===== src/design/fbbi_pkg.sv =====
// shared types, constants and slot arithmetic for the fifo byte budget block index
// no dependencies; imported by fbbi_core, fbbi_rsp_reg and the top level

package fbbi_pkg;

   // table geometry and size bound
   localparam int MAX_ENTRIES     = 32;
   localparam int MAX_BLOCK_BYTES = 65536;

   localparam int SLOT_W  = $clog2(MAX_ENTRIES);
   localparam int CNT_W   = $clog2(MAX_ENTRIES + 1);
   localparam int OP_W    = 2;
   localparam int NUM_W   = 32;
   localparam int BYTES_W = 17;
   localparam int TOTAL_W = 40;
   localparam int KIND_W  = 3;

   localparam logic [TOTAL_W-1:0] LIMIT_RESET = TOTAL_W'(268435456);

   // operation codes
   localparam logic [OP_W-1:0] OP_NOTE  = 2'd0;
   localparam logic [OP_W-1:0] OP_QUERY = 2'd1;
   localparam logic [OP_W-1:0] OP_CLEAR = 2'd2;

   // result kinds
   localparam logic [KIND_W-1:0] K_EVICT   = 3'd0;
   localparam logic [KIND_W-1:0] K_ACCEPT  = 3'd1;
   localparam logic [KIND_W-1:0] K_SKIP    = 3'd2;
   localparam logic [KIND_W-1:0] K_REJECT  = 3'd3;
   localparam logic [KIND_W-1:0] K_HELD    = 3'd4;
   localparam logic [KIND_W-1:0] K_NOTHELD = 3'd5;
   localparam logic [KIND_W-1:0] K_CLEARED = 3'd6;

   typedef struct packed {
      logic [KIND_W-1:0]  kind;
      logic [NUM_W-1:0]   evicted_number;
      logic [TOTAL_W-1:0] total_bytes;
      logic               last;
   } rsp_type;

   typedef struct packed {
      logic               rd_en;
      logic [SLOT_W-1:0]  rd_addr;
      logic               wr_en;
      logic [SLOT_W-1:0]  wr_addr;
      logic [NUM_W-1:0]   wr_number;
      logic [BYTES_W-1:0] wr_bytes;
   } ram_ctl_type;

   // circular slot index: base plus offset, wrapped at the table depth
   function automatic logic [SLOT_W-1:0] slot_add(input logic [SLOT_W-1:0] base,
                                                  input logic [CNT_W-1:0]  off);
      logic [SLOT_W:0] sum;
      sum = {1'b0, base} + (SLOT_W+1)'(off);
      if (sum >= (SLOT_W+1)'(MAX_ENTRIES)) begin
         sum = sum - (SLOT_W+1)'(MAX_ENTRIES);
      end
      return sum[SLOT_W-1:0];
   endfunction

endpackage


===== src/design/fbbi_ram.sv =====
// generic single-write, single-read synchronous ram with registered read data
// no dependencies

module fbbi_ram #(
   parameter int WIDTH = 8,
   parameter int DEPTH = 32
) (
   input  logic                     clock,
   input  logic                     wr_en,
   input  logic [$clog2(DEPTH)-1:0] wr_addr,
   input  logic [WIDTH-1:0]         wr_data,
   input  logic                     rd_en,
   input  logic [$clog2(DEPTH)-1:0] rd_addr,
   output logic [WIDTH-1:0]         rd_data
);

   logic [WIDTH-1:0] mem_ff [DEPTH];
   logic [WIDTH-1:0] rd_data_ff;

   always_ff @(posedge clock) begin
      if (wr_en) begin
         mem_ff[wr_addr] <= wr_data;
      end
      if (rd_en) begin
         rd_data_ff <= mem_ff[rd_addr];
      end
   end

   assign rd_data = rd_data_ff;

endmodule


===== src/design/fbbi_rsp_reg.sv =====
// one-deep output register between the sequencer and the result stream
// depends on fbbi_pkg for the result payload type

module fbbi_rsp_reg (
   input  logic             clock,
   input  logic             reset,
   input  logic             in_valid,
   output logic             in_ready,
   input  fbbi_pkg::rsp_type in_data,
   output logic             out_valid,
   input  logic             out_ready,
   output fbbi_pkg::rsp_type out_data
);
   import fbbi_pkg::*;

   logic    valid_ff, valid_in;
   rsp_type data_ff, data_in;

   assign in_ready = !valid_ff || out_ready;

   always_comb begin
      valid_in = valid_ff;
      data_in  = data_ff;
      if (in_ready) begin
         valid_in = in_valid;
         if (in_valid) begin
            data_in = in_data;
         end
      end
   end

   always_ff @(posedge clock) begin
      if (reset) begin
         valid_ff <= 1'b0;
      end else begin
         valid_ff <= valid_in;
      end
      data_ff <= data_in;
   end

   assign out_valid = valid_ff;
   assign out_data  = data_ff;

endmodule


===== src/design/fbbi_core.sv =====
// sequencer for the block index: membership scan, oldest-first eviction and append
// depends on fbbi_pkg; drives the two table rams through a control struct

module fbbi_core (
   input  logic                          clock,
   input  logic                          reset,
   input  logic                          req_valid,
   output logic                          req_ready,
   input  logic [fbbi_pkg::OP_W-1:0]     req_op,
   input  logic [fbbi_pkg::NUM_W-1:0]    req_number,
   input  logic [fbbi_pkg::BYTES_W-1:0]  req_bytes,
   input  logic                          csr_wr_en,
   input  logic [fbbi_pkg::TOTAL_W-1:0]  csr_wr_data,
   output fbbi_pkg::ram_ctl_type         ram_ctl,
   input  logic [fbbi_pkg::NUM_W-1:0]    rd_number,
   input  logic [fbbi_pkg::BYTES_W-1:0]  rd_bytes,
   output logic                          res_valid,
   input  logic                          res_ready,
   output fbbi_pkg::rsp_type             res_data
);
   import fbbi_pkg::*;

   localparam logic [2:0] ST_IDLE      = 3'd0;
   localparam logic [2:0] ST_SCAN      = 3'd1;
   localparam logic [2:0] ST_DECIDE    = 3'd2;
   localparam logic [2:0] ST_EVICT_RD  = 3'd3;
   localparam logic [2:0] ST_EVICT_OUT = 3'd4;
   localparam logic [2:0] ST_BUDGET    = 3'd5;
   localparam logic [2:0] ST_EMIT      = 3'd6;

   logic [2:0]         state_ff, state_in;
   logic [OP_W-1:0]    op_ff, op_in;
   logic [NUM_W-1:0]   number_ff, number_in;
   logic [BYTES_W-1:0] bytes_ff, bytes_in;
   logic               hit_ff, hit_in;
   logic [KIND_W-1:0]  kind_ff, kind_in;
   logic [TOTAL_W-1:0] limit_ff, limit_in;
   logic [SLOT_W-1:0]  oldest_ff, oldest_in;
   logic [CNT_W-1:0]   count_ff, count_in;
   logic [TOTAL_W-1:0] total_ff, total_in;
   logic [CNT_W-1:0]   idx_ff, idx_in;
   logic               pend_ff, pend_in;

   logic [TOTAL_W:0]   grown;
   logic               over;
   logic [TOTAL_W-1:0] drained;

   // budget check and saturating removal of the oldest entry's size
   assign grown   = {1'b0, total_ff} + (TOTAL_W+1)'(bytes_ff);
   assign over    = grown > {1'b0, limit_ff};
   assign drained = (total_ff >= TOTAL_W'(rd_bytes)) ? total_ff - TOTAL_W'(rd_bytes)
                                                     : '0;

   always_comb begin
      state_in  = state_ff;
      op_in     = op_ff;
      number_in = number_ff;
      bytes_in  = bytes_ff;
      hit_in    = hit_ff;
      kind_in   = kind_ff;
      limit_in  = csr_wr_en ? csr_wr_data : limit_ff;
      oldest_in = oldest_ff;
      count_in  = count_ff;
      total_in  = total_ff;
      idx_in    = idx_ff;
      pend_in   = pend_ff;

      req_ready = 1'b0;
      ram_ctl.rd_en     = 1'b0;
      ram_ctl.rd_addr   = oldest_ff;
      ram_ctl.wr_en     = 1'b0;
      ram_ctl.wr_addr   = slot_add(oldest_ff, count_ff);
      ram_ctl.wr_number = number_ff;
      ram_ctl.wr_bytes  = bytes_ff;

      res_valid = 1'b0;
      res_data.kind           = kind_ff;
      res_data.evicted_number = '0;
      res_data.total_bytes    = total_ff;
      res_data.last           = 1'b1;

      unique case (state_ff)
         ST_IDLE: begin
            req_ready = 1'b1;
            if (req_valid) begin
               op_in     = req_op;
               number_in = req_number;
               bytes_in  = req_bytes;
               hit_in    = 1'b0;
               idx_in    = '0;
               pend_in   = 1'b0;
               case (req_op)
                  OP_NOTE, OP_QUERY: begin
                     state_in = (count_ff == '0) ? ST_DECIDE : ST_SCAN;
                  end
                  OP_CLEAR: begin
                     oldest_in = '0;
                     count_in  = '0;
                     total_in  = '0;
                     kind_in   = K_CLEARED;
                     state_in  = ST_EMIT;
                  end
                  default: begin
                     kind_in  = K_SKIP;
                     state_in = ST_EMIT;
                  end
               endcase
            end
         end
         ST_SCAN: begin
            // one read issued per cycle, compared the cycle after
            if (pend_ff && rd_number == number_ff) begin
               hit_in   = 1'b1;
               pend_in  = 1'b0;
               state_in = ST_DECIDE;
            end else begin
               if (idx_ff < count_ff) begin
                  ram_ctl.rd_en   = 1'b1;
                  ram_ctl.rd_addr = slot_add(oldest_ff, idx_ff);
                  idx_in          = idx_ff + 1'b1;
                  pend_in         = 1'b1;
               end else begin
                  pend_in = 1'b0;
               end
               if (pend_ff && idx_ff == count_ff) begin
                  state_in = ST_DECIDE;
               end
            end
         end
         ST_DECIDE: begin
            if (op_ff == OP_QUERY) begin
               kind_in  = hit_ff ? K_HELD : K_NOTHELD;
               state_in = ST_EMIT;
            end else if (bytes_ff == '0 || hit_ff) begin
               kind_in  = K_SKIP;
               state_in = ST_EMIT;
            end else if (32'(bytes_ff) > 32'(MAX_BLOCK_BYTES)) begin
               kind_in  = K_REJECT;
               state_in = ST_EMIT;
            end else if (count_ff >= CNT_W'(MAX_ENTRIES)) begin
               state_in = ST_EVICT_RD;
            end else begin
               state_in = ST_BUDGET;
            end
         end
         ST_EVICT_RD: begin
            ram_ctl.rd_en   = 1'b1;
            ram_ctl.rd_addr = oldest_ff;
            state_in        = ST_EVICT_OUT;
         end
         ST_EVICT_OUT: begin
            res_valid               = 1'b1;
            res_data.kind           = K_EVICT;
            res_data.evicted_number = rd_number;
            res_data.total_bytes    = drained;
            res_data.last           = 1'b0;
            if (res_ready) begin
               total_in  = drained;
               oldest_in = slot_add(oldest_ff, CNT_W'(1));
               count_in  = count_ff - 1'b1;
               state_in  = ST_BUDGET;
            end
         end
         ST_BUDGET: begin
            if (over && count_ff != '0) begin
               state_in = ST_EVICT_RD;
            end else begin
               res_valid = 1'b1;
               if (over) begin
                  res_data.kind = K_REJECT;
               end else begin
                  res_data.kind        = K_ACCEPT;
                  res_data.total_bytes = grown[TOTAL_W-1:0];
               end
               if (res_ready) begin
                  if (!over) begin
                     ram_ctl.wr_en = 1'b1;
                     count_in      = count_ff + 1'b1;
                     total_in      = grown[TOTAL_W-1:0];
                  end
                  state_in = ST_IDLE;
               end
            end
         end
         ST_EMIT: begin
            res_valid = 1'b1;
            if (res_ready) begin
               state_in = ST_IDLE;
            end
         end
         default: begin
            state_in = ST_IDLE;
         end
      endcase
   end

   always_ff @(posedge clock) begin
      if (reset) begin
         state_ff  <= ST_IDLE;
         limit_ff  <= LIMIT_RESET;
         oldest_ff <= '0;
         count_ff  <= '0;
         total_ff  <= '0;
         idx_ff    <= '0;
         pend_ff   <= 1'b0;
         hit_ff    <= 1'b0;
      end else begin
         state_ff  <= state_in;
         limit_ff  <= limit_in;
         oldest_ff <= oldest_in;
         count_ff  <= count_in;
         total_ff  <= total_in;
         idx_ff    <= idx_in;
         pend_ff   <= pend_in;
         hit_ff    <= hit_in;
      end
      op_ff     <= op_in;
      number_ff <= number_in;
      bytes_ff  <= bytes_in;
      kind_ff   <= kind_in;
   end

endmodule


===== src/design/fifo_byte_budget_block_index.sv =====
// top level of the fifo byte budget block index: streams, config register and table rams
// depends on fbbi_pkg, fbbi_ram, fbbi_core and fbbi_rsp_reg
//
//   channel   direction  ports                     content
//   req       in         req_tvalid/tready/tdata   tdata: block_number, block_bytes
//                        req_tuser                 tuser: operation
//   rsp       out        rsp_tvalid/tready/tdata   tdata: evicted_number, total_bytes
//                        rsp_tuser, rsp_tlast      tuser: kind; tlast: last result
//   csr       in         csr_wr_en, csr_wr_data    byte_limit, written when enable high
//
// one item at a time; a note or query first runs the membership scan, which reads one
// table entry per cycle through the ram port, is skipped on an empty table and
// ends early when the block is found
// the eviction for a full table adds a read of the oldest entry and a result transfer,
// each eviction for the budget adds a budget check, a read of the oldest entry and a transfer
// a clear or an unknown operation emits its result directly; results wait in a one-deep output
// register, so a stalled rsp side holds the sequencer on its pending result
// reset is synchronous; the tables need no clearing pass since only live entries are read

module fifo_byte_budget_block_index (
   input  logic        clock,
   input  logic        reset,
   // input stream
   input  logic        req_tvalid,
   output logic        req_tready,
   input  logic [55:0] req_tdata,   // [31:0] block_number, [48:32] block_bytes, rest zero
   input  logic [1:0]  req_tuser,   // [1:0] operation
   // result stream
   output logic        rsp_tvalid,
   input  logic        rsp_tready,
   output logic [71:0] rsp_tdata,   // [31:0] evicted_number, [71:32] total_bytes
   output logic [2:0]  rsp_tuser,   // [2:0] kind
   output logic        rsp_tlast,
   // configuration
   input  logic        csr_wr_en,
   input  logic [39:0] csr_wr_data  // byte_limit
);
   import fbbi_pkg::*;

   // unpacked request fields
   logic [NUM_W-1:0]   req_number;
   logic [BYTES_W-1:0] req_bytes;

   assign req_number = req_tdata[NUM_W-1:0];
   assign req_bytes  = req_tdata[NUM_W+BYTES_W-1:NUM_W];

   // table ram control and read data
   ram_ctl_type        ram_ctl;
   logic [NUM_W-1:0]   rd_number;
   logic [BYTES_W-1:0] rd_bytes;

   // sequencer to output register
   logic    res_valid;
   logic    res_ready;
   rsp_type res_data;
   rsp_type out_data;

   // block numbers of stored entries, circular by arrival
   fbbi_ram #(
      .WIDTH (NUM_W),
      .DEPTH (MAX_ENTRIES)
   ) u_number_ram (
      .clock   (clock),
      .wr_en   (ram_ctl.wr_en),
      .wr_addr (ram_ctl.wr_addr),
      .wr_data (ram_ctl.wr_number),
      .rd_en   (ram_ctl.rd_en),
      .rd_addr (ram_ctl.rd_addr),
      .rd_data (rd_number)
   );

   // byte sizes, same slots as the numbers
   fbbi_ram #(
      .WIDTH (BYTES_W),
      .DEPTH (MAX_ENTRIES)
   ) u_size_ram (
      .clock   (clock),
      .wr_en   (ram_ctl.wr_en),
      .wr_addr (ram_ctl.wr_addr),
      .wr_data (ram_ctl.wr_bytes),
      .rd_en   (ram_ctl.rd_en),
      .rd_addr (ram_ctl.rd_addr),
      .rd_data (rd_bytes)
   );

   // scan, evict and append sequencer holding the budget and table pointers
   fbbi_core u_core (
      .clock       (clock),
      .reset       (reset),
      .req_valid   (req_tvalid),
      .req_ready   (req_tready),
      .req_op      (req_tuser),
      .req_number  (req_number),
      .req_bytes   (req_bytes),
      .csr_wr_en   (csr_wr_en),
      .csr_wr_data (csr_wr_data),
      .ram_ctl     (ram_ctl),
      .rd_number   (rd_number),
      .rd_bytes    (rd_bytes),
      .res_valid   (res_valid),
      .res_ready   (res_ready),
      .res_data    (res_data)
   );

   // result holding register toward the rsp stream
   fbbi_rsp_reg u_rsp_reg (
      .clock     (clock),
      .reset     (reset),
      .in_valid  (res_valid),
      .in_ready  (res_ready),
      .in_data   (res_data),
      .out_valid (rsp_tvalid),
      .out_ready (rsp_tready),
      .out_data  (out_data)
   );

   // pack the result fields, lowest first
   assign rsp_tdata = {out_data.total_bytes, out_data.evicted_number};
   assign rsp_tuser = out_data.kind;
   assign rsp_tlast = out_data.last;

endmodule

===== config.mk =====
export PLATFORM = sky130hd
export DESIGN_NAME = fifo_byte_budget_block_index
export DESIGN_NICKNAME = d
export VERILOG_FILES = /design/src/design/fbbi_pkg.sv /design/src/design/fbbi_ram.sv /design/src/design/fbbi_rsp_reg.sv /design/src/design/fbbi_core.sv /design/src/design/fifo_byte_budget_block_index.sv
export SDC_FILE = /design/constraint.sdc
export NUM_CORES = 2
export LEC_CHECK = 0
export BUFFER_PORTS_ARGS = -buffer_cell sky130_fd_sc_hd__buf_2
export CORE_UTILIZATION = 40
export DETAILED_ROUTE_END_ITERATION = 7
export GPL_TIMING_DRIVEN = 0
export PLACE_DENSITY_LB_ADDON = 0.1
export SETUP_SLACK_MARGIN = 0.02
export SYNTH_ARGS = -nofsm -noshare
export SYNTH_HDL_FRONTEND = slang
export SYNTH_HIERARCHICAL = 1
export SYNTH_SLANG_ARGS = --single-unit

===== constraint.sdc =====
create_clock -name clock -period 12 [get_ports clock]
set_input_delay 1.2 -clock clock [delete_from_list [all_inputs] [get_ports clock]]
set_output_delay 1.2 -clock clock [all_outputs]
set_load 0.01 [all_outputs]

==> impl_metrics.yaml <==
clock_network:
  cts_buffers: 200
  cts_hold_buf: 0
  cts_tree: "yes"
  insertion_delay_ps: 850
  cts_sinks: 1850
  h-tree-depth: 4
  clk_path_buf_depth: 3
  clk_pin_slew_ps: 60
  cts_setup_buffers: 0
  cts_root_buf: "clkbuf_16"
  cts_resized: 0
setup_path:
  critPathLaunchType: "register"
  cp_slowest_cell: "nor2_4"
  crit_fanout: 18
  crit_required_ps: 12530
  worst_path_largest_cell_delay_ps: 980
  cp.arrival_ps: 10020
  critical_path_class: "reg2reg"
  path_cells: "buf_16 > ha_1 > a21oi_1 > o21a_1 > o22ai_1 > nor2_1 > clkbuf_1 > nor2_1 > xnor2_1 > ha_1 > nand4_1 > nor4_1 > nand3_1 > o21a_1 > a211oi_1 > buf_2 > buf_2 > and2_1 > nand3b_1 > nor2_4 > buf_16"
  endpoint_kind: "register"
timing:
  setup_viol: 0
  drv_slew: 0
  skew_ps: 37.73
  fin_setup_tns_ps: 0
  rsz0062_at_grt: "no"
  finalHoldViolCount: 0
  worstMarginPinSlew_ps: 1417
  slew_headroom_pct: 5.564
  period_minus_slack_ps: 9488
  timing.fmax_ghz: 0.1054
  post-route-period-util_pct: 79.07
hold_path:
  hold_path_class: "reg2reg"
die:
  die_h_um: 439.9
  coreArea_um2: 190400
  die_w_um: 439.9
  rows: 160
  num_io_pins: 181
  die_area_um2: 193600
  initial_core_util_pct: 40.30
synth:
  yosys_warnings: 6
  syn_nets: 5147
  synth-edff-count: 1747
  synthFlopType: "edfxtp_1"
  async_flop_share_pct: 0
  synthTopCellsByArea: "edfxtp_1 (68%), mux2i_1 (11%), dfxtp_1 (2.7%)"
  synth_cell_types: 88
  syn_avg_cell_area_um2: 15.51
  synthCells: 4945
  ys_seq_area_share_pct: 71.07
  netlist.area_leader.share_pct: 68.38
  yosysTopAreaCell: "edfxtp_1"
  netlist_area_um2: 76720
  synth-seq-cells: 1850
route:
  avgViaCountPerCell: 5.544
  routed_wl_mm: 218.6
  drt_iter0_drc: 4000
  ant_nets: 0
  vias: 44920
  drc: 0
  drt-wirelength-per-cell_um: 26.98
  first_pass_iters: 6
run:
  maxCapViolations: 0
global_route:
  grt_first_pass_wirelength_mm: 312.3
  grt_max_degree: 77
  grtUsageTotal_pct: 22.33
  first_global_vias: 44100
  antenna_found_initial: 4
  grt_overflow_total: 0
placement:
  place.gp.congestion: 0.9202
  dpl.hpwl_mm: 152.5
  io_buffers: 172
layout:
  area_delta_synth_final_pct: 16.80
  final_nets: 5621
  nFillCells: 16520
  fin_util_pct: 47.07
  drive_above_1_share_pct: 14.45
power:
  ir_drop_uv: 147.4
  p_leak_nw: 29.44
  power_density_nw_per_um2: 203.1
outcome:
  status: "finished clean"
flip-flops by register name, summed over array words and instances, names as in the netlist, 17 cells and up:
register,flops
u_core/total_ff,40
u_core/limit_ff,40
u_core/bytes_ff,17
u_number_ram/rd_data,32
u_number_ram/mem_ff,1024
u_core/number_ff,32
u_rsp_reg/out_data,76
u_size_ram/mem_ff,544
u_size_ram/rd_data,17
layout make-up:
class / instances / area (µm²) / area share, %
diodes: 7 / 17.52 / 0.01955
plain buffers: 272 / 1595 / 1.780
clock buffers: 247 / 5255 / 5.865
clock inverters: 119 / 1102 / 1.230
inverters: 93 / 351.6 / 0.3924
multi-input cells: 2730 / 20600 / 22.99
flip-flops and latches: 1850 / 54520 / 60.85
well taps: 2511 / 3142 / 3.506
repair buffers: 272 / 3017 / 3.367
through the flow:
stage	power [mW]	setup slack, ps	hold slack, ps	cell area [µm²]	instances
floorplan	10.58	4714	460.4	76720	4945
global placement	12.10	143.4	474.6	80720	7628
detailed placement	12.28	2341	480.8	82910	7716
CTS	18.30	2317	452.4	89270	8082
global route	18.90	1902	485.4	89590	8094
finish	18.20	2512	493.3	89600	8101
cells by family after synthesis:
group                    count (synthesis)  share of synthesized area, %
AO/OA/AOI/OAI                          798                         7.140
XOR/XNOR                               101                         1.153
multiplexers                           830                         10.83
buffers and inverters                  365                         2.534
flip-flops                            1850                         71.07
adder cells (fa/ha/maj)                 99                         1.664
AND/OR/NAND/NOR                        902                         5.609
synthesized netlist by cell type (all sizes together), types with 5 or more instances:
master,n
edfxtp,1747
mux2i,828
nand2,240
a21oi,230
nor2,202
a22oi,176
nand3,174
buf,157
clkbuf,115
a22o,106
dfxtp,103
ha,94
inv,91
nor3,88
o21ai,61
xor2,61
a31oi,58
and3,44
xnor2,40
nand4,37
a21o,32
nor4,25
a211oi,19
nand3b,15
nand2b,14
o211ai,14
or3,14
o21a,13
o31ai,13
or2,12
nor2b,11
a221oi,8
a311oi,7
and2,6
o22ai,6
or3b,6
fa,5
o2bb2ai,5
or4,5
per-layer routing:
| metal | track usage, % | vias up | part of all wire, % |
|---|---|---|---|
| met1 | 33.16 | 23030 | 47 |
| li1 | - | 20270 | - |
| met4 | 5.959 | 0 | 2.2 |
| met5 | 0 | - | 0 |
| met2 | 34.18 | 1338 | 45 |
| met3 | 3.222 | 275 | 5.7 |
worst max-delay path: cells and delay by family, from the launching register on:
kind	cells	cell delay, ps
fa+ha+maj	2	610
buf+inv	5	1900
compound gates	5	1340
xor+xnor	1	180
flops	1	960
simple gates	8	4080
cells in the final DEF (no fill, tap or decap), types with 14 or more instances in the layout:
master	count
and3_1	44
buf_6	37
nor3_1	88
inv_1	89
a21o_1	32
nand3b_1	15
buf_12	22
dfxtp_1	103
xnor2_1	37
edfxtp_1	1747
nor2_4	32
buf_2	235
o211ai_1	14
o21ai_1	15
nor2_1	138
buf_4	47
ha_1	94
buf_16	45
clkinv_1	48
buf_8	34
nand3_1	174
a21oi_1	228
nor4_1	25
a22oi_1	176
clkbuf_1	155
a22o_1	106
nor2_2	32
o21ai_0	43
a211oi_1	19
a31oi_1	57
clkinv_2	38
nand4_1	37
bufinv_16	16
clkbuf_16	203
mux2i_1	828
nand2_1	239
xor2_1	61
where the power goes:
group          internal, mW  switching (mW)  total [mW]
sequential             7.71           0.435        8.15
clock                  3.45            2.55        6.00
combinational          1.50            2.55        4.04
total                  12.7            5.53        18.2
final timing paths:
path / start / end / slack (ps) / cells past startpoint
setup / recovery: u_core/bytes_ff[2] / u_number_ram/mem_ff[5][19] / 2510 / 21
hold / removal: u_core/limit_ff[26] / u_core/limit_ff[26] / 490 / 2
setup reg to reg: u_core/bytes_ff[2] / u_number_ram/mem_ff[5][19] / 2510 / 21
hold reg to reg: u_core/limit_ff[26] / u_core/limit_ff[26] / 490 / 2
Power figures use the tool's default switching activity.
